===== src/design/rfd_pkg.sv =====
// Package for the radio frame deframer: shared types, codes and register map.
// Used by every module of the block and by its checker; depends on nothing.
package rfd_pkg;

    localparam int CFG_ADDR_W = 5;
    localparam int CFG_DATA_W = 32;
    localparam int QDEPTH     = 4;
    localparam int QPTR_W     = 2;
    localparam int QCNT_W     = 3;

    typedef enum logic [2:0] {
        REG_SYNC_FIRST    = 3'd0,
        REG_SYNC_SECOND   = 3'd1,
        REG_TYPE_INBOUND  = 3'd2,
        REG_TYPE_OUTBOUND = 3'd3,
        REG_COMMAND_LIMIT = 3'd4,
        REG_ACK_CODE      = 3'd5,
        REG_NACK_CODE     = 3'd6,
        REG_MAX_PAYLOAD   = 3'd7
    } t_reg_idx;

    typedef enum logic [1:0] {
        PH_HEADER  = 2'd0,
        PH_PAYLOAD = 2'd1,
        PH_CHECK   = 2'd2
    } t_phase;

    typedef enum logic [1:0] {
        ST_OK      = 2'd0,
        ST_INVALID = 2'd1,
        ST_CSUM    = 2'd2
    } t_status;

    localparam logic KIND_PAYLOAD = 1'b0;
    localparam logic KIND_STATUS  = 1'b1;

    localparam logic [7:0]  RST_SYNC_FIRST    = 8'd72;
    localparam logic [7:0]  RST_SYNC_SECOND   = 8'd101;
    localparam logic [7:0]  RST_TYPE_INBOUND  = 8'd16;
    localparam logic [7:0]  RST_TYPE_OUTBOUND = 8'd32;
    localparam logic [8:0]  RST_COMMAND_LIMIT = 9'd64;
    localparam logic [15:0] RST_ACK_CODE      = 16'd2570;
    localparam logic [15:0] RST_NACK_CODE     = 16'd65535;
    localparam logic [15:0] RST_MAX_PAYLOAD   = 16'd255;

    typedef struct packed {
        logic [7:0]  sync_first;
        logic [7:0]  sync_second;
        logic [7:0]  type_inbound;
        logic [7:0]  type_outbound;
        logic [8:0]  command_limit;
        logic [15:0] ack_code;
        logic [15:0] nack_code;
        logic [15:0] max_payload;
    } t_cfg;

    typedef struct packed {
        logic        kind;
        logic [7:0]  data;
        t_status     status;
        logic [7:0]  msg_type;
        logic [7:0]  command;
        logic [15:0] length;
    } t_rec;

endpackage


===== src/design/radio_frame_deframer.sv =====
// Top level of the radio frame deframer: register file, front part, queue and
// back part. Depends on rfd_pkg, rfd_regs, rfd_front, rfd_queue and rfd_back.
//
//   Channel  Handshake                      Payload
//   input    i_valid / o_ready              i_rx_byte
//   output   o_valid / i_ready              o_item_kind ... o_is_inbound
//   config   psel, penable, pwrite / pready paddr, pwdata, prdata
//
// One byte is accepted per cycle while the four-entry queue has room.
// A result passes through the queue and the output register before it reaches the outputs.
// A stalled output fills the queue; input stalls only once the queue is full.
// Reset is synchronous and needs no clearing pass.
module radio_frame_deframer (
    input  logic                           i_clk,
    input  logic                           i_rst_n,
    input  logic                           i_valid,
    output logic                           o_ready,
    input  logic [7:0]                     i_rx_byte,
    output logic                           o_valid,
    input  logic                           i_ready,
    output logic                           o_item_kind,
    output logic [7:0]                     o_payload_byte,
    output logic [1:0]                     o_status,
    output logic [7:0]                     o_msg_type,
    output logic [7:0]                     o_command_code,
    output logic [15:0]                    o_length_field,
    output logic                           o_is_ack,
    output logic                           o_is_nack,
    output logic                           o_is_inbound,
    input  logic                           psel,
    input  logic                           penable,
    input  logic                           pwrite,
    input  logic [rfd_pkg::CFG_ADDR_W-1:0] paddr,
    input  logic [rfd_pkg::CFG_DATA_W-1:0] pwdata,
    output logic [rfd_pkg::CFG_DATA_W-1:0] prdata,
    output logic                           pready
);
    rfd_pkg::t_cfg w_cfg;
    rfd_pkg::t_rec w_push_rec, w_head_rec;
    logic          w_push, w_pop, w_empty, w_full, w_accept;

    assign o_ready  = !w_full;
    assign w_accept = i_valid && !w_full;

    rfd_regs u_regs (
        .i_clk   (i_clk),
        .i_rst_n (i_rst_n),
        .psel    (psel),
        .penable (penable),
        .pwrite  (pwrite),
        .paddr   (paddr),
        .pwdata  (pwdata),
        .prdata  (prdata),
        .pready  (pready),
        .o_cfg   (w_cfg)
    );

    rfd_front u_front (
        .i_clk     (i_clk),
        .i_rst_n   (i_rst_n),
        .i_accept  (w_accept),
        .i_rx_byte (i_rx_byte),
        .i_cfg     (w_cfg),
        .o_push    (w_push),
        .o_rec     (w_push_rec)
    );

    rfd_queue u_queue (
        .i_clk   (i_clk),
        .i_rst_n (i_rst_n),
        .i_push  (w_push),
        .i_rec   (w_push_rec),
        .i_pop   (w_pop),
        .o_rec   (w_head_rec),
        .o_empty (w_empty),
        .o_full  (w_full)
    );

    rfd_back u_back (
        .i_clk          (i_clk),
        .i_rst_n        (i_rst_n),
        .i_cfg          (w_cfg),
        .i_rec          (w_head_rec),
        .i_empty        (w_empty),
        .o_pop          (w_pop),
        .i_ready        (i_ready),
        .o_valid        (o_valid),
        .o_item_kind    (o_item_kind),
        .o_payload_byte (o_payload_byte),
        .o_status       (o_status),
        .o_msg_type     (o_msg_type),
        .o_command_code (o_command_code),
        .o_length_field (o_length_field),
        .o_is_ack       (o_is_ack),
        .o_is_nack      (o_is_nack),
        .o_is_inbound   (o_is_inbound)
    );

endmodule


===== src/design/rfd_regs.sv =====
// Configuration register file of the radio frame deframer on an APB-style port.
// Depends on rfd_pkg for the register map and the configuration struct.
module rfd_regs (
    input  logic                             i_clk,
    input  logic                             i_rst_n,
    input  logic                             psel,
    input  logic                             penable,
    input  logic                             pwrite,
    input  logic [rfd_pkg::CFG_ADDR_W-1:0]   paddr,
    input  logic [rfd_pkg::CFG_DATA_W-1:0]   pwdata,
    output logic [rfd_pkg::CFG_DATA_W-1:0]   prdata,
    output logic                             pready,
    output rfd_pkg::t_cfg                    o_cfg
);
    rfd_pkg::t_cfg    r_cfg;
    rfd_pkg::t_cfg    n_cfg;
    rfd_pkg::t_reg_idx w_idx;
    logic             w_wr;

    assign w_idx  = rfd_pkg::t_reg_idx'(paddr[rfd_pkg::CFG_ADDR_W-1:2]);
    assign w_wr   = psel & penable & pwrite;
    assign pready = 1'b1;
    assign o_cfg  = r_cfg;

    always_comb begin
        n_cfg = r_cfg;
        if (w_wr) begin
            unique case (w_idx)
                rfd_pkg::REG_SYNC_FIRST:    n_cfg.sync_first    = pwdata[7:0];
                rfd_pkg::REG_SYNC_SECOND:   n_cfg.sync_second   = pwdata[7:0];
                rfd_pkg::REG_TYPE_INBOUND:  n_cfg.type_inbound  = pwdata[7:0];
                rfd_pkg::REG_TYPE_OUTBOUND: n_cfg.type_outbound = pwdata[7:0];
                rfd_pkg::REG_COMMAND_LIMIT: n_cfg.command_limit = pwdata[8:0];
                rfd_pkg::REG_ACK_CODE:      n_cfg.ack_code      = pwdata[15:0];
                rfd_pkg::REG_NACK_CODE:     n_cfg.nack_code     = pwdata[15:0];
                rfd_pkg::REG_MAX_PAYLOAD:   n_cfg.max_payload   = pwdata[15:0];
                default: ;
            endcase
        end
    end

    always_comb begin
        unique case (w_idx)
            rfd_pkg::REG_SYNC_FIRST:    prdata = {24'd0, r_cfg.sync_first};
            rfd_pkg::REG_SYNC_SECOND:   prdata = {24'd0, r_cfg.sync_second};
            rfd_pkg::REG_TYPE_INBOUND:  prdata = {24'd0, r_cfg.type_inbound};
            rfd_pkg::REG_TYPE_OUTBOUND: prdata = {24'd0, r_cfg.type_outbound};
            rfd_pkg::REG_COMMAND_LIMIT: prdata = {23'd0, r_cfg.command_limit};
            rfd_pkg::REG_ACK_CODE:      prdata = {16'd0, r_cfg.ack_code};
            rfd_pkg::REG_NACK_CODE:     prdata = {16'd0, r_cfg.nack_code};
            rfd_pkg::REG_MAX_PAYLOAD:   prdata = {16'd0, r_cfg.max_payload};
            default:                    prdata = '0;
        endcase
    end

    always_ff @(posedge i_clk) begin
        if (!i_rst_n) begin
            r_cfg.sync_first    <= rfd_pkg::RST_SYNC_FIRST;
            r_cfg.sync_second   <= rfd_pkg::RST_SYNC_SECOND;
            r_cfg.type_inbound  <= rfd_pkg::RST_TYPE_INBOUND;
            r_cfg.type_outbound <= rfd_pkg::RST_TYPE_OUTBOUND;
            r_cfg.command_limit <= rfd_pkg::RST_COMMAND_LIMIT;
            r_cfg.ack_code      <= rfd_pkg::RST_ACK_CODE;
            r_cfg.nack_code     <= rfd_pkg::RST_NACK_CODE;
            r_cfg.max_payload   <= rfd_pkg::RST_MAX_PAYLOAD;
        end else begin
            r_cfg <= n_cfg;
        end
    end

endmodule


===== src/design/rfd_front.sv =====
// Front part of the radio frame deframer: accepts bytes, tracks the packet
// phase, runs the checksums and validates the header. Depends on rfd_pkg.
module rfd_front (
    input  logic          i_clk,
    input  logic          i_rst_n,
    input  logic          i_accept,
    input  logic [7:0]    i_rx_byte,
    input  rfd_pkg::t_cfg i_cfg,
    output logic          o_push,
    output rfd_pkg::t_rec o_rec
);
    rfd_pkg::t_phase  r_phase, n_phase;
    logic [2:0]       r_hidx, n_hidx;
    logic [15:0]      r_cnt, n_cnt;
    logic             r_sync_bad, n_sync_bad;
    logic [7:0]       r_sum_lo, n_sum_lo, r_sum_hi, n_sum_hi;
    logic [7:0]       r_hsum_lo, n_hsum_lo, r_hsum_hi, n_hsum_hi;
    logic [7:0]       r_type, n_type, r_cmd, n_cmd, r_len_hi, n_len_hi;
    logic [15:0]      r_len, n_len;
    logic [7:0]       r_chk, n_chk;

    logic [7:0]       w_add_lo, w_add_hi;
    logic             w_acknack, w_hdr_go, w_last;
    logic [16:0]      w_cnt_inc;
    rfd_pkg::t_status w_hdr_st;

    assign w_add_lo  = r_sum_lo + i_rx_byte;
    assign w_add_hi  = r_sum_hi + w_add_lo;
    assign w_cnt_inc = {1'b0, r_cnt} + 17'd1;
    assign w_last    = (w_cnt_inc >= {1'b0, r_len});

    assign w_acknack = (r_type == i_cfg.type_outbound) &&
                       ((r_len == i_cfg.ack_code) || (r_len == i_cfg.nack_code));

    always_comb begin
        if (r_sync_bad ||
            ((r_type != i_cfg.type_inbound) && (r_type != i_cfg.type_outbound)) ||
            ({1'b0, r_cmd} >= i_cfg.command_limit)) begin
            w_hdr_st = rfd_pkg::ST_INVALID;
        end else if (!w_acknack && (r_len > i_cfg.max_payload)) begin
            w_hdr_st = rfd_pkg::ST_INVALID;
        end else if ((r_chk != r_hsum_lo) || (i_rx_byte != r_hsum_hi)) begin
            w_hdr_st = rfd_pkg::ST_CSUM;
        end else begin
            w_hdr_st = rfd_pkg::ST_OK;
        end
    end

    assign w_hdr_go = (w_hdr_st == rfd_pkg::ST_OK) && !w_acknack && (r_len != 16'd0);

    // Next phase.
    always_comb begin
        n_phase = r_phase;
        if (i_accept) begin
            unique case (r_phase)
                rfd_pkg::PH_PAYLOAD: begin
                    if (w_last) n_phase = rfd_pkg::PH_CHECK;
                end
                rfd_pkg::PH_CHECK: begin
                    if (r_hidx[0]) n_phase = rfd_pkg::PH_HEADER;
                end
                default: begin
                    if ((r_hidx == 3'd7) && w_hdr_go) begin
                        n_phase = rfd_pkg::PH_PAYLOAD;
                    end else begin
                        n_phase = rfd_pkg::PH_HEADER;
                    end
                end
            endcase
        end
    end

    // Datapath and result records.
    always_comb begin
        n_hidx     = r_hidx;
        n_cnt      = r_cnt;
        n_sync_bad = r_sync_bad;
        n_sum_lo   = r_sum_lo;
        n_sum_hi   = r_sum_hi;
        n_hsum_lo  = r_hsum_lo;
        n_hsum_hi  = r_hsum_hi;
        n_type     = r_type;
        n_cmd      = r_cmd;
        n_len_hi   = r_len_hi;
        n_len      = r_len;
        n_chk      = r_chk;
        o_push     = 1'b0;
        o_rec.kind     = rfd_pkg::KIND_STATUS;
        o_rec.data     = 8'd0;
        o_rec.status   = rfd_pkg::ST_OK;
        o_rec.msg_type = r_type;
        o_rec.command  = r_cmd;
        o_rec.length   = r_len;
        if (i_accept) begin
            unique case (r_phase)
                rfd_pkg::PH_PAYLOAD: begin
                    n_sum_lo   = w_add_lo;
                    n_sum_hi   = w_add_hi;
                    n_cnt      = w_last ? 16'd0 : w_cnt_inc[15:0];
                    n_hidx     = 3'd0;
                    o_push     = 1'b1;
                    o_rec.kind = rfd_pkg::KIND_PAYLOAD;
                    o_rec.data = i_rx_byte;
                end
                rfd_pkg::PH_CHECK: begin
                    if (!r_hidx[0]) begin
                        n_chk  = i_rx_byte;
                        n_hidx = 3'd1;
                    end else begin
                        n_hidx       = 3'd0;
                        o_push       = 1'b1;
                        o_rec.status = ((r_chk == r_sum_lo) && (i_rx_byte == r_sum_hi)) ?
                                       rfd_pkg::ST_OK : rfd_pkg::ST_CSUM;
                    end
                end
                default: begin
                    n_hidx = (r_phase == rfd_pkg::PH_HEADER) ? r_hidx + 3'd1 : 3'd1;
                    case ((r_phase == rfd_pkg::PH_HEADER) ? r_hidx : 3'd0)
                        3'd0: begin
                            n_sync_bad = (i_rx_byte != i_cfg.sync_first);
                            n_sum_lo   = 8'd0;
                            n_sum_hi   = 8'd0;
                        end
                        3'd1: begin
                            if (i_rx_byte != i_cfg.sync_second) n_sync_bad = 1'b1;
                        end
                        3'd2: begin
                            n_type   = i_rx_byte;
                            n_sum_lo = w_add_lo;
                            n_sum_hi = w_add_hi;
                        end
                        3'd3: begin
                            n_cmd    = i_rx_byte;
                            n_sum_lo = w_add_lo;
                            n_sum_hi = w_add_hi;
                        end
                        3'd4: begin
                            n_len_hi = i_rx_byte;
                            n_sum_lo = w_add_lo;
                            n_sum_hi = w_add_hi;
                        end
                        3'd5: begin
                            n_len     = {r_len_hi, i_rx_byte};
                            n_sum_lo  = w_add_lo;
                            n_sum_hi  = w_add_hi;
                            n_hsum_lo = w_add_lo;
                            n_hsum_hi = w_add_hi;
                        end
                        3'd6: begin
                            n_chk    = i_rx_byte;
                            n_sum_lo = w_add_lo;
                            n_sum_hi = w_add_hi;
                        end
                        default: begin
                            n_sum_lo     = w_add_lo;
                            n_sum_hi     = w_add_hi;
                            n_hidx       = 3'd0;
                            n_cnt        = 16'd0;
                            o_push       = !w_hdr_go;
                            o_rec.status = w_hdr_st;
                        end
                    endcase
                end
            endcase
        end
    end

    always_ff @(posedge i_clk) begin
        if (!i_rst_n) begin
            r_phase <= rfd_pkg::PH_HEADER;
            r_hidx  <= 3'd0;
        end else begin
            r_phase <= n_phase;
            r_hidx  <= n_hidx;
        end
    end

    always_ff @(posedge i_clk) begin
        r_cnt      <= n_cnt;
        r_sync_bad <= n_sync_bad;
        r_sum_lo   <= n_sum_lo;
        r_sum_hi   <= n_sum_hi;
        r_hsum_lo  <= n_hsum_lo;
        r_hsum_hi  <= n_hsum_hi;
        r_type     <= n_type;
        r_cmd      <= n_cmd;
        r_len_hi   <= n_len_hi;
        r_len      <= n_len;
        r_chk      <= n_chk;
    end

endmodule


===== src/design/rfd_queue.sv =====
// Short record queue between the front and back parts of the radio frame
// deframer. Depends on rfd_pkg for the record type and the depth.
module rfd_queue (
    input  logic          i_clk,
    input  logic          i_rst_n,
    input  logic          i_push,
    input  rfd_pkg::t_rec i_rec,
    input  logic          i_pop,
    output rfd_pkg::t_rec o_rec,
    output logic          o_empty,
    output logic          o_full
);
    rfd_pkg::t_rec                 r_mem [rfd_pkg::QDEPTH];
    logic [rfd_pkg::QPTR_W-1:0]    r_wp, n_wp, r_rp, n_rp;
    logic [rfd_pkg::QCNT_W-1:0]    r_cnt, n_cnt;

    assign o_empty = (r_cnt == '0);
    assign o_full  = (r_cnt == rfd_pkg::QCNT_W'(rfd_pkg::QDEPTH));
    assign o_rec   = r_mem[r_rp];

    always_comb begin
        n_wp  = r_wp;
        n_rp  = r_rp;
        n_cnt = r_cnt;
        if (i_push) n_wp = r_wp + 1'b1;
        if (i_pop)  n_rp = r_rp + 1'b1;
        if (i_push && !i_pop) n_cnt = r_cnt + 1'b1;
        if (!i_push && i_pop) n_cnt = r_cnt - 1'b1;
    end

    always_ff @(posedge i_clk) begin
        if (!i_rst_n) begin
            r_wp  <= '0;
            r_rp  <= '0;
            r_cnt <= '0;
        end else begin
            r_wp  <= n_wp;
            r_rp  <= n_rp;
            r_cnt <= n_cnt;
        end
    end

    always_ff @(posedge i_clk) begin
        if (i_push) r_mem[r_wp] <= i_rec;
    end

endmodule


===== src/design/rfd_back.sv =====
// Back part of the radio frame deframer: takes records from the queue, works
// out the ack, nack and inbound flags and holds the output item. Uses rfd_pkg.
module rfd_back (
    input  logic          i_clk,
    input  logic          i_rst_n,
    input  rfd_pkg::t_cfg i_cfg,
    input  rfd_pkg::t_rec i_rec,
    input  logic          i_empty,
    output logic          o_pop,
    input  logic          i_ready,
    output logic          o_valid,
    output logic          o_item_kind,
    output logic [7:0]    o_payload_byte,
    output logic [1:0]    o_status,
    output logic [7:0]    o_msg_type,
    output logic [7:0]    o_command_code,
    output logic [15:0]   o_length_field,
    output logic          o_is_ack,
    output logic          o_is_nack,
    output logic          o_is_inbound
);
    logic          r_valid, n_valid;
    rfd_pkg::t_rec r_rec;
    logic          r_ack, r_nack, r_inb;
    logic          w_outb;

    assign o_pop   = !i_empty && (!r_valid || i_ready);
    assign w_outb  = (i_rec.msg_type == i_cfg.type_outbound);
    assign n_valid = o_pop || (r_valid && !i_ready);

    always_ff @(posedge i_clk) begin
        if (!i_rst_n) r_valid <= 1'b0;
        else          r_valid <= n_valid;
    end

    always_ff @(posedge i_clk) begin
        if (o_pop) begin
            r_rec  <= i_rec;
            r_ack  <= w_outb && (i_rec.length == i_cfg.ack_code);
            r_nack <= w_outb && (i_rec.length == i_cfg.nack_code);
            r_inb  <= (i_rec.msg_type == i_cfg.type_inbound);
        end
    end

    assign o_valid        = r_valid;
    assign o_item_kind    = r_rec.kind;
    assign o_payload_byte = r_rec.data;
    assign o_status       = r_rec.status;
    assign o_msg_type     = r_rec.msg_type;
    assign o_command_code = r_rec.command;
    assign o_length_field = r_rec.length;
    assign o_is_ack       = r_ack;
    assign o_is_nack      = r_nack;
    assign o_is_inbound   = r_inb;

endmodule


===== config.mk =====
export PLATFORM = sky130hd
export DESIGN_NAME = radio_frame_deframer
export DESIGN_NICKNAME = d
export VERILOG_FILES = /design/src/design/rfd_pkg.sv /design/src/design/radio_frame_deframer.sv /design/src/design/rfd_regs.sv /design/src/design/rfd_front.sv /design/src/design/rfd_queue.sv /design/src/design/rfd_back.sv
export SDC_FILE = /design/constraint.sdc
export NUM_CORES = 1
export LEC_CHECK = 0
export ABC_AREA = 0
export ABC_CLOCK_PERIOD_IN_PS = 8400
export BUFFER_PORTS_ARGS = -buffer_cell sky130_fd_sc_hd__buf_2
export CAP_MARGIN = 15
export CORE_AREA = 4 4 193 195
export CTS_BUF_LIST = sky130_fd_sc_hd__clkbuf_16
export DETAILED_ROUTE_END_ITERATION = 6
export DIE_AREA = 0 0 197 199
export GPL_ROUTABILITY_DRIVEN = 0
export PLACE_DENSITY = 0.72
export SYNTH_ARGS = -nofsm -noshare
export SYNTH_HDL_FRONTEND = slang
export SYNTH_SLANG_ARGS = --single-unit

===== constraint.sdc =====
create_clock -name i_clk -period 8.4 [get_ports i_clk]
set_input_delay 1.26 -clock i_clk [delete_from_list [all_inputs] [get_ports i_clk]]
set_output_delay 1.26 -clock i_clk [all_outputs]
set_load 0.1 [all_outputs]

* After elaboration in Yosys (flattened, before gate mapping) *
Memory sizes are Yosys's and may differ from the RTL's. A register that Yosys moved wholly into a read port is not among the register bits.
Cells that the tools add are included.

word-level totals
  register bits after elaboration = 245
  bits in latches = 0
  memory bits (writable) = 172
  bits in read-only memories = 0
  bits of input ports = 52
  output and inout bits = 81
  logic and storage cells = 186
  memories = 1

memories
  name           depth  bits a word  read ports  clocked after memory_dff  wr ports  RTL line         text
  u_queue.r_mem  4      43           1           1                         1         rfd_queue.sv:13  rfd_pkg::t_rec r_mem [rfd_pkg::QDEPTH];

operators by class
  $add $sub $neg = 8
  multiply operators = 0
  divide/modulo/power cells = 0
  magnitude comparators = 3
  equality and inequality tests = 38
  shift-type cells = 0
  muxes and demuxes = 41
  bitwise logic cells = 5
  reduce and logical (&&, ||, !) cells = 56

operators by type and width
  cell                                                                   count
  32-bit case mux with 8 select lines                                    1
  8-bit case mux with 2 select lines                                     5
  16-bit equality test                                                   4
  8-bit inequality test                                                  6
  8-bit equality test                                                    5
  16-bit two-way mux                                                     2
  16-bit case mux with 2 select lines                                    1
  3-bit equality test, second input constant                             9
  3-bit AND reduction                                                    7
  2-bit two-way mux                                                      10
  16-bit by 1-bit adder with 17-bit output, second input constant        1
  17-bit by 16-bit >= comparator with 1-bit output                       1
  8-bit adder                                                            2
  16-bit > comparator                                                    1
  8-bit two-way mux                                                      2
  2-bit AND reduction                                                    8
  16-bit nonzero test                                                    1
  3-bit two-way mux                                                      5
  1-bit logical AND                                                      14
  3-bit by 2-bit equality test with 1-bit output, second input constant  4
  11-bit two-way mux                                                     1
  8-bit by 9-bit >= comparator with 1-bit output                         1
  3-bit zero test                                                        3
  9-bit two-way mux                                                      1
  21 further kinds                                                       56

* Longest topological paths before layout *
  depth after elaboration = 17
  gate-level depth with buffers = 14
  mapped depth without buffers = 14

* Cells and area by module *
Synthesis repeated with hierarchy kept, for this count alone.

unflattened totals
  cells, all modules = 1,517
  area, all modules = 19,538.7 um^2

modules (own cells, without submodules)
  module                times used  cells each  area an instance (um^2)  sequential area each (um^2)
  rfd_queue             1           271         6,710.2                  5,345.1
  rfd_front             1           601         6,580.1                  3,012.9
  rfd_regs              1           527         4,294.1                  1,781.7
  rfd_back              1           116         1,944.4                  1,401.3
  radio_frame_deframer  1           2           10.0                     0.0

* Least setup slack after synthesis *
Ideal clock, no wire load.

  path type = input -> register
  from = input port i_rx_byte[7]
  to = memory u_queue.r_mem[0][0] (netlist bit) (enable)
  library setup time = 0.506 ns
  arrival = 5.195 ns
  required time = 7.894 ns
  setup slack = 2.700 ns
  stages = 7
  buffers on the path = 1
  cells stage by stage = clkbuf_1 xnor2_1 nand4_1 nor4_4 nand4_2 a211oi_4 nor3b_1

between the ends
  longest elaborated chain between the ends = 14

ends and longest elaborated chain
  what                                     RTL line                    text
  from (decl)                              radio_frame_deframer.sv:18  input logic [7:0] i_rx_byte,
  8-bit inequality test                    rfd_front.sv:42             end else if ((r_chk != r_hsum_lo) || (i_rx_byte != r_hsum_hi)) begin
  1-bit logical OR                         rfd_front.sv:42
  2-bit two-way mux                        rfd_front.sv:42
  2-bit two-way mux                        rfd_front.sv:40             end else if (!w_acknack && (r_len > i_cfg.max_payload)) begin
  2-bit two-way mux                        rfd_front.sv:36             if (r_sync_bad ||
  2-bit zero test                          rfd_front.sv:49             assign w_hdr_go = (w_hdr_st == rfd_pkg::ST_OK) && !w_acknack && (r_len != 16'd0);
  1-bit logical AND (2 in a row)           rfd_front.sv:49
  1-bit zero test                          rfd_front.sv:159            o_push = !w_hdr_go;
  1-bit two-way mux                        rfd_front.sv:118            case ((r_phase == rfd_pkg::PH_HEADER) ? r_hidx : 3'd0)
  1-bit case mux with 2 select lines       rfd_front.sv:95             unique case (r_phase)
  1-bit two-way mux                        rfd_front.sv:94             if (i_accept) begin
  1-bit two-way mux                        rfd_queue.sv:44             if (i_push) r_mem[r_wp] <= i_rec;
  1-bit two-way mux (not written as such)  rfd_queue.sv:44
  to (decl)                                rfd_queue.sv:13

Every way passes these cells.

* Final worst setup path *
  from = input port paddr[2] (netlist bit)
  to = output port prdata[1] (netlist bit)

between the ends
  longest elaborated chain between the ends = 2
  elaborated cells between the ends (all ways) = 9
  those cells by class = 7 x eq/ne; 1 x mux; 1 x reduce/logical

ends and longest elaborated chain
  what                                               RTL line                    text
  from (decl)                                        radio_frame_deframer.sv:33  input logic [rfd_pkg::CFG_ADDR_W-1:0] paddr,
  3-bit equality test, or another cell as far along  rfd_regs.sv:43              unique case (w_idx)
  32-bit case mux with 8 select lines (*)            rfd_regs.sv:43
  to (decl)                                          radio_frame_deframer.sv:35  output logic [rfd_pkg::CFG_DATA_W-1:0] prdata,

Every way passes the cells marked *; elsewhere a longest branch is shown, timed or not. The select of a mux whose other input is x is not followed.

==> out/qor.csv <==
metric;value;unit
number of synthesized flops with an enable pin;315;
RSZ-0062 raised after global routing;no;
post-detailed-route count of antenna-violating nets;0;
number of storage elements in the synthesis netlist;419;
root buf cell;sky130_fd_sc_hd__clkbuf_16;
sum of buffers and inverters on the critical path;3;
Site Rows;69;
type of the worst min-delay path;flip-flop to flip-flop;
post-CTS clock slew at the launch and capture registers of the worst setup and hold paths;0.06;ns
starting density of the core;54.71;%
fraction of power consumed by sequential logic;39.8;%
count of placed standard cells in the final layout, fillers left out;2087;
status;finished clean;
clock tree from TritonCTS;done;
total CTS buffers;44;
count of input and output buffers;97;
Leakage;7.943;nW
transition time at the pin with the least slew margin;1.107;ns
area added between synthesis and finish;11.86;%
Cell Chain, Critical Path;buf_2 -> inv_1 -> nor2_1 -> a22oi_1 -> o22ai_1 -> a21oi_1 -> nor2_1 -> buf_2;
final number of hold-violating endpoints;0;
Post-CTS Resized;0;
CP required;7.14;ns
via count of the first global-routing pass;12380;
Pwr per Cell Area;299.0;nW/um^2
clock tree skew after final layout;0.01522;ns
capturing element type of the critical path;output port;
number of max-capacitance violations reported;0;
longest individual stage delay on the worst path;0.84;ns
sequential element share of the synthesized area;59.59;%
Die Footprint;39200;sq um
final-layout fill cell count;2731;
Net Sw Power;2.436;mW
maximum level of the CTS H-tree;2;
DRC violation count after routing;0;
Tot GR Track Use;24.62;%
number of DRC markers after the initial detailed-route iteration;1219;
area of the placeable core;35400;sq um
post-detailed-route wirelength per cell;22.94;um
mean number of vias per cell;5.962;
maximum number of pins on one net before global-route repair;68;
Clock Latency Late Sink;0.56;ns
achievable frequency;0.1840;GHz
clock network fraction of total power;28.8;%
post-synth design cell area;19370;sq um
crit-path leading delay family;buffers and inverters;
share of total power consumed by net switching;37.62;%
setup bufs post-CTS;0;
time the worst path needs with I/O delays and setup;5.436;ns
type of the worst setup path;input port to output port;
Worst Hold Margin;0.4177;ns
count of hold-fix buffers inserted at cts;0;
fin crit share;64.72;%
final setup violating endpoints;0;
fraction of final layout cells with drive strength greater than 1;16.17;%
dominant register cell in the synthesized netlist;sky130_fd_sc_hd__edfxtp_1;
Post-Syn Area per Cell;12.95;sq um
Mapped Cells;1496;
Post-layout nets;1713;
sum of overflow across all layers after global routing;0;
Cell variety after synth;69;
antenna violations before repair;0;
count of vias placed by the detailed router;12440;
wire length of the first global-routing pass;73560;um
PnR Total Power;6.477;mW
worst slew margin relative to its limit;25.61;%
setup TNS;0;ns
maximum vdd drop;251.6;uV
post-synthesis async set-or-reset flop share;0;%
final standard cell utilization of the core;61.20;%
half-perimeter wire length after placement;32280;um
Worst Path Max Fanout;29;
CTS Buffer Depth;3;
width of the die;197;um
Slowest cell on crit path;sky130_fd_sc_hd__nor2_1;
Detailed Routing Iterations Pass 1;5;
Critical Path Start Type;input port;
detailed-route wire length;47870;um
die outline height;199;um
Comb power frac;31.5;%
Internal Pwr Total;4.041;mW
number of clock sinks;419;
Post-Place Cells;2007;
number of antenna repair diodes;0;
number of warnings printed during yosys synthesis;0;
number of top-level design ports;133;
Max Transition Viols Final;0;
signal arrival time at the worst endpoint;4.18;ns
-- worst register-to-register path, stage by stage (launching register included) --
cell                       delay [ns]
sky130_fd_sc_hd__edfxtp_1        0.66
sky130_fd_sc_hd__ha_1            0.43
sky130_fd_sc_hd__nand4_1         0.28
sky130_fd_sc_hd__or4_1           0.75
sky130_fd_sc_hd__a211oi_4        0.48
sky130_fd_sc_hd__or2_1           0.18
sky130_fd_sc_hd__ha_1            0.19
sky130_fd_sc_hd__inv_1           0.07
sky130_fd_sc_hd__fa_1            0.42
sky130_fd_sc_hd__xor2_1          0.16
sky130_fd_sc_hd__or3_1           0.31
sky130_fd_sc_hd__a21oi_1         0.14
-- flip-flops by register name, summed over array words and instances, names as in the netlist, 2 cells and up, named ones only --
name	flops
u_queue.r_mem	172
u_regs.o_cfg	89
u_back.o_length_field	16
u_front.r_cnt	16
u_front.r_len	16
u_back.o_command_code	8
u_back.o_msg_type	8
u_back.o_payload_byte	8
u_front.r_chk	8
u_front.r_cmd	8
u_front.r_hsum_hi	8
u_front.r_hsum_lo	8
u_front.r_len_hi	8
u_front.r_sum_hi	8
u_front.r_sum_lo	8
u_front.r_type	8
u_front.r_hidx	3
u_queue.r_cnt	3
u_back.o_status	2
u_front.r_phase	2
u_queue.r_rp	2
u_queue.r_wp	2
-- synth_stat cells, types with 4 or more instances --
library cell / n / area share [%]
sky130_fd_sc_hd__a22oi_1: 10 / 0.39
sky130_fd_sc_hd__or3_1: 6 / 0.19
sky130_fd_sc_hd__clkbuf_1: 46 / 0.89
sky130_fd_sc_hd__o21ai_0: 23 / 0.59
sky130_fd_sc_hd__nand4_1: 34 / 1.1
sky130_fd_sc_hd__buf_4: 17 / 0.66
sky130_fd_sc_hd__mux4_2: 46 / 5.3
sky130_fd_sc_hd__edfxtp_1: 315 / 49
sky130_fd_sc_hd__nor2_1: 96 / 1.9
sky130_fd_sc_hd__and3_1: 16 / 0.52
sky130_fd_sc_hd__nand2_1: 130 / 2.5
sky130_fd_sc_hd__a21o_1: 7 / 0.27
sky130_fd_sc_hd__ha_1: 65 / 4.2
sky130_fd_sc_hd__nor3_1: 15 / 0.39
sky130_fd_sc_hd__nor4_1: 18 / 0.58
sky130_fd_sc_hd__and2_1: 21 / 0.68
sky130_fd_sc_hd__mux2i_1: 39 / 2.0
sky130_fd_sc_hd__mux2_2: 8 / 0.47
sky130_fd_sc_hd__nand2b_1: 6 / 0.19
sky130_fd_sc_hd__o211ai_1: 12 / 0.47
sky130_fd_sc_hd__xnor2_1: 113 / 5.1
sky130_fd_sc_hd__dfxtp_1: 104 / 11
sky130_fd_sc_hd__inv_1: 65 / 1.3
sky130_fd_sc_hd__buf_2: 12 / 0.31
sky130_fd_sc_hd__buf_1: 6 / 0.12
sky130_fd_sc_hd__nor4_2: 6 / 0.39
sky130_fd_sc_hd__a21oi_1: 63 / 1.6
sky130_fd_sc_hd__xor2_1: 58 / 2.6
sky130_fd_sc_hd__nor2b_1: 15 / 0.48
sky130_fd_sc_hd__a211oi_1: 10 / 0.39
sky130_fd_sc_hd__nand3_1: 44 / 1.1
sky130_fd_sc_hd__nor3b_1: 7 / 0.27
sky130_fd_sc_hd__a221oi_1: 4 / 0.18
sky130_fd_sc_hd__o21a_1: 4 / 0.16
-- final timing paths --
kind                             from                end  slack [ns]  depth (start not counted)
hold reg to reg   u_front.r_len_hi[2]  u_front.r_len[10]        0.42                          0
hold / removal    u_front.r_len_hi[2]  u_front.r_len[10]        0.42                          0
setup / recovery             paddr[2]          prdata[1]        2.96                          8
setup reg to reg    u_front.r_len[13]   u_queue.r_cnt[2]        4.25                         11
-- layout make-up --
cell class / instances / area, sq um / area share, %
clock buffer: 45 / 1126 / 5.198
clock inverter: 34 / 252.7 / 1.167
inverter: 65 / 244.0 / 1.126
multi-input combinational: 943 / 7262 / 33.52
sequential: 419 / 11540 / 53.29
tap: 461 / 576.8 / 2.663
timing repair buffer: 120 / 658.1 / 3.038
-- power by group through the flow --
stage | sequential [mW] | clock, mW | combinational, mW
global route | 2.60 | 1.98 | 2.15
floorplan | 3.48 | 0 | 0.824
finish | 2.58 | 1.86 | 2.04
CTS | 2.58 | 1.89 | 2.05
global placement | 2.62 | 0 | 2.02
detailed placement | 2.62 | 0 | 2.04
-- metrics by stage --
stage               setup WS (ns)  area, sq um
floorplan                   2.700        19420
global placement            3.171        20280
detailed placement          3.133        20280
CTS                         3.119        21660
global route                2.864        21660
finish                      2.964        21660
-- cells by family after synthesis --
| logic type | after synthesis | share of synthesized area [%] |
|---|---|---|
| buf+inv | 149 | 3.457 |
| fa+ha+maj | 68 | 4.510 |
| xor+xnor | 171 | 7.734 |
| mux | 96 | 8.237 |
| simple gates | 430 | 11.09 |
| compound gates | 161 | 5.343 |
| other cells | 2 | 0.03878 |
| flops | 419 | 59.59 |
-- cells in the final DEF (no fill, tap or decap), types with 34 or more instances in the layout --
cell and n:
sky130_fd_sc_hd__a21oi_1 61, sky130_fd_sc_hd__buf_2 97, sky130_fd_sc_hd__clkbuf_16 45, sky130_fd_sc_hd__dfxtp_1 102, sky130_fd_sc_hd__edfxtp_1 315, sky130_fd_sc_hd__ha_1 65, sky130_fd_sc_hd__inv_1 76, sky130_fd_sc_hd__mux2i_1 39
sky130_fd_sc_hd__mux4_2 46, sky130_fd_sc_hd__nand2_1 130, sky130_fd_sc_hd__nand3_1 44, sky130_fd_sc_hd__nand4_1 34, sky130_fd_sc_hd__nor2_1 96, sky130_fd_sc_hd__xnor2_1 113, sky130_fd_sc_hd__xor2_1 58
-- metal layers --
layer  vias to the layer above  global-route usage (%)  share of wire (%)
met3                        97                   3.320                7.4
met5                         -                       0                  0
li1                       5626                       -                  -
met4                         0                   7.756                2.8
met1                      6187                   34.59                 41
met2                       532                   40.37                 48
(Power assumes the default switching activity.)
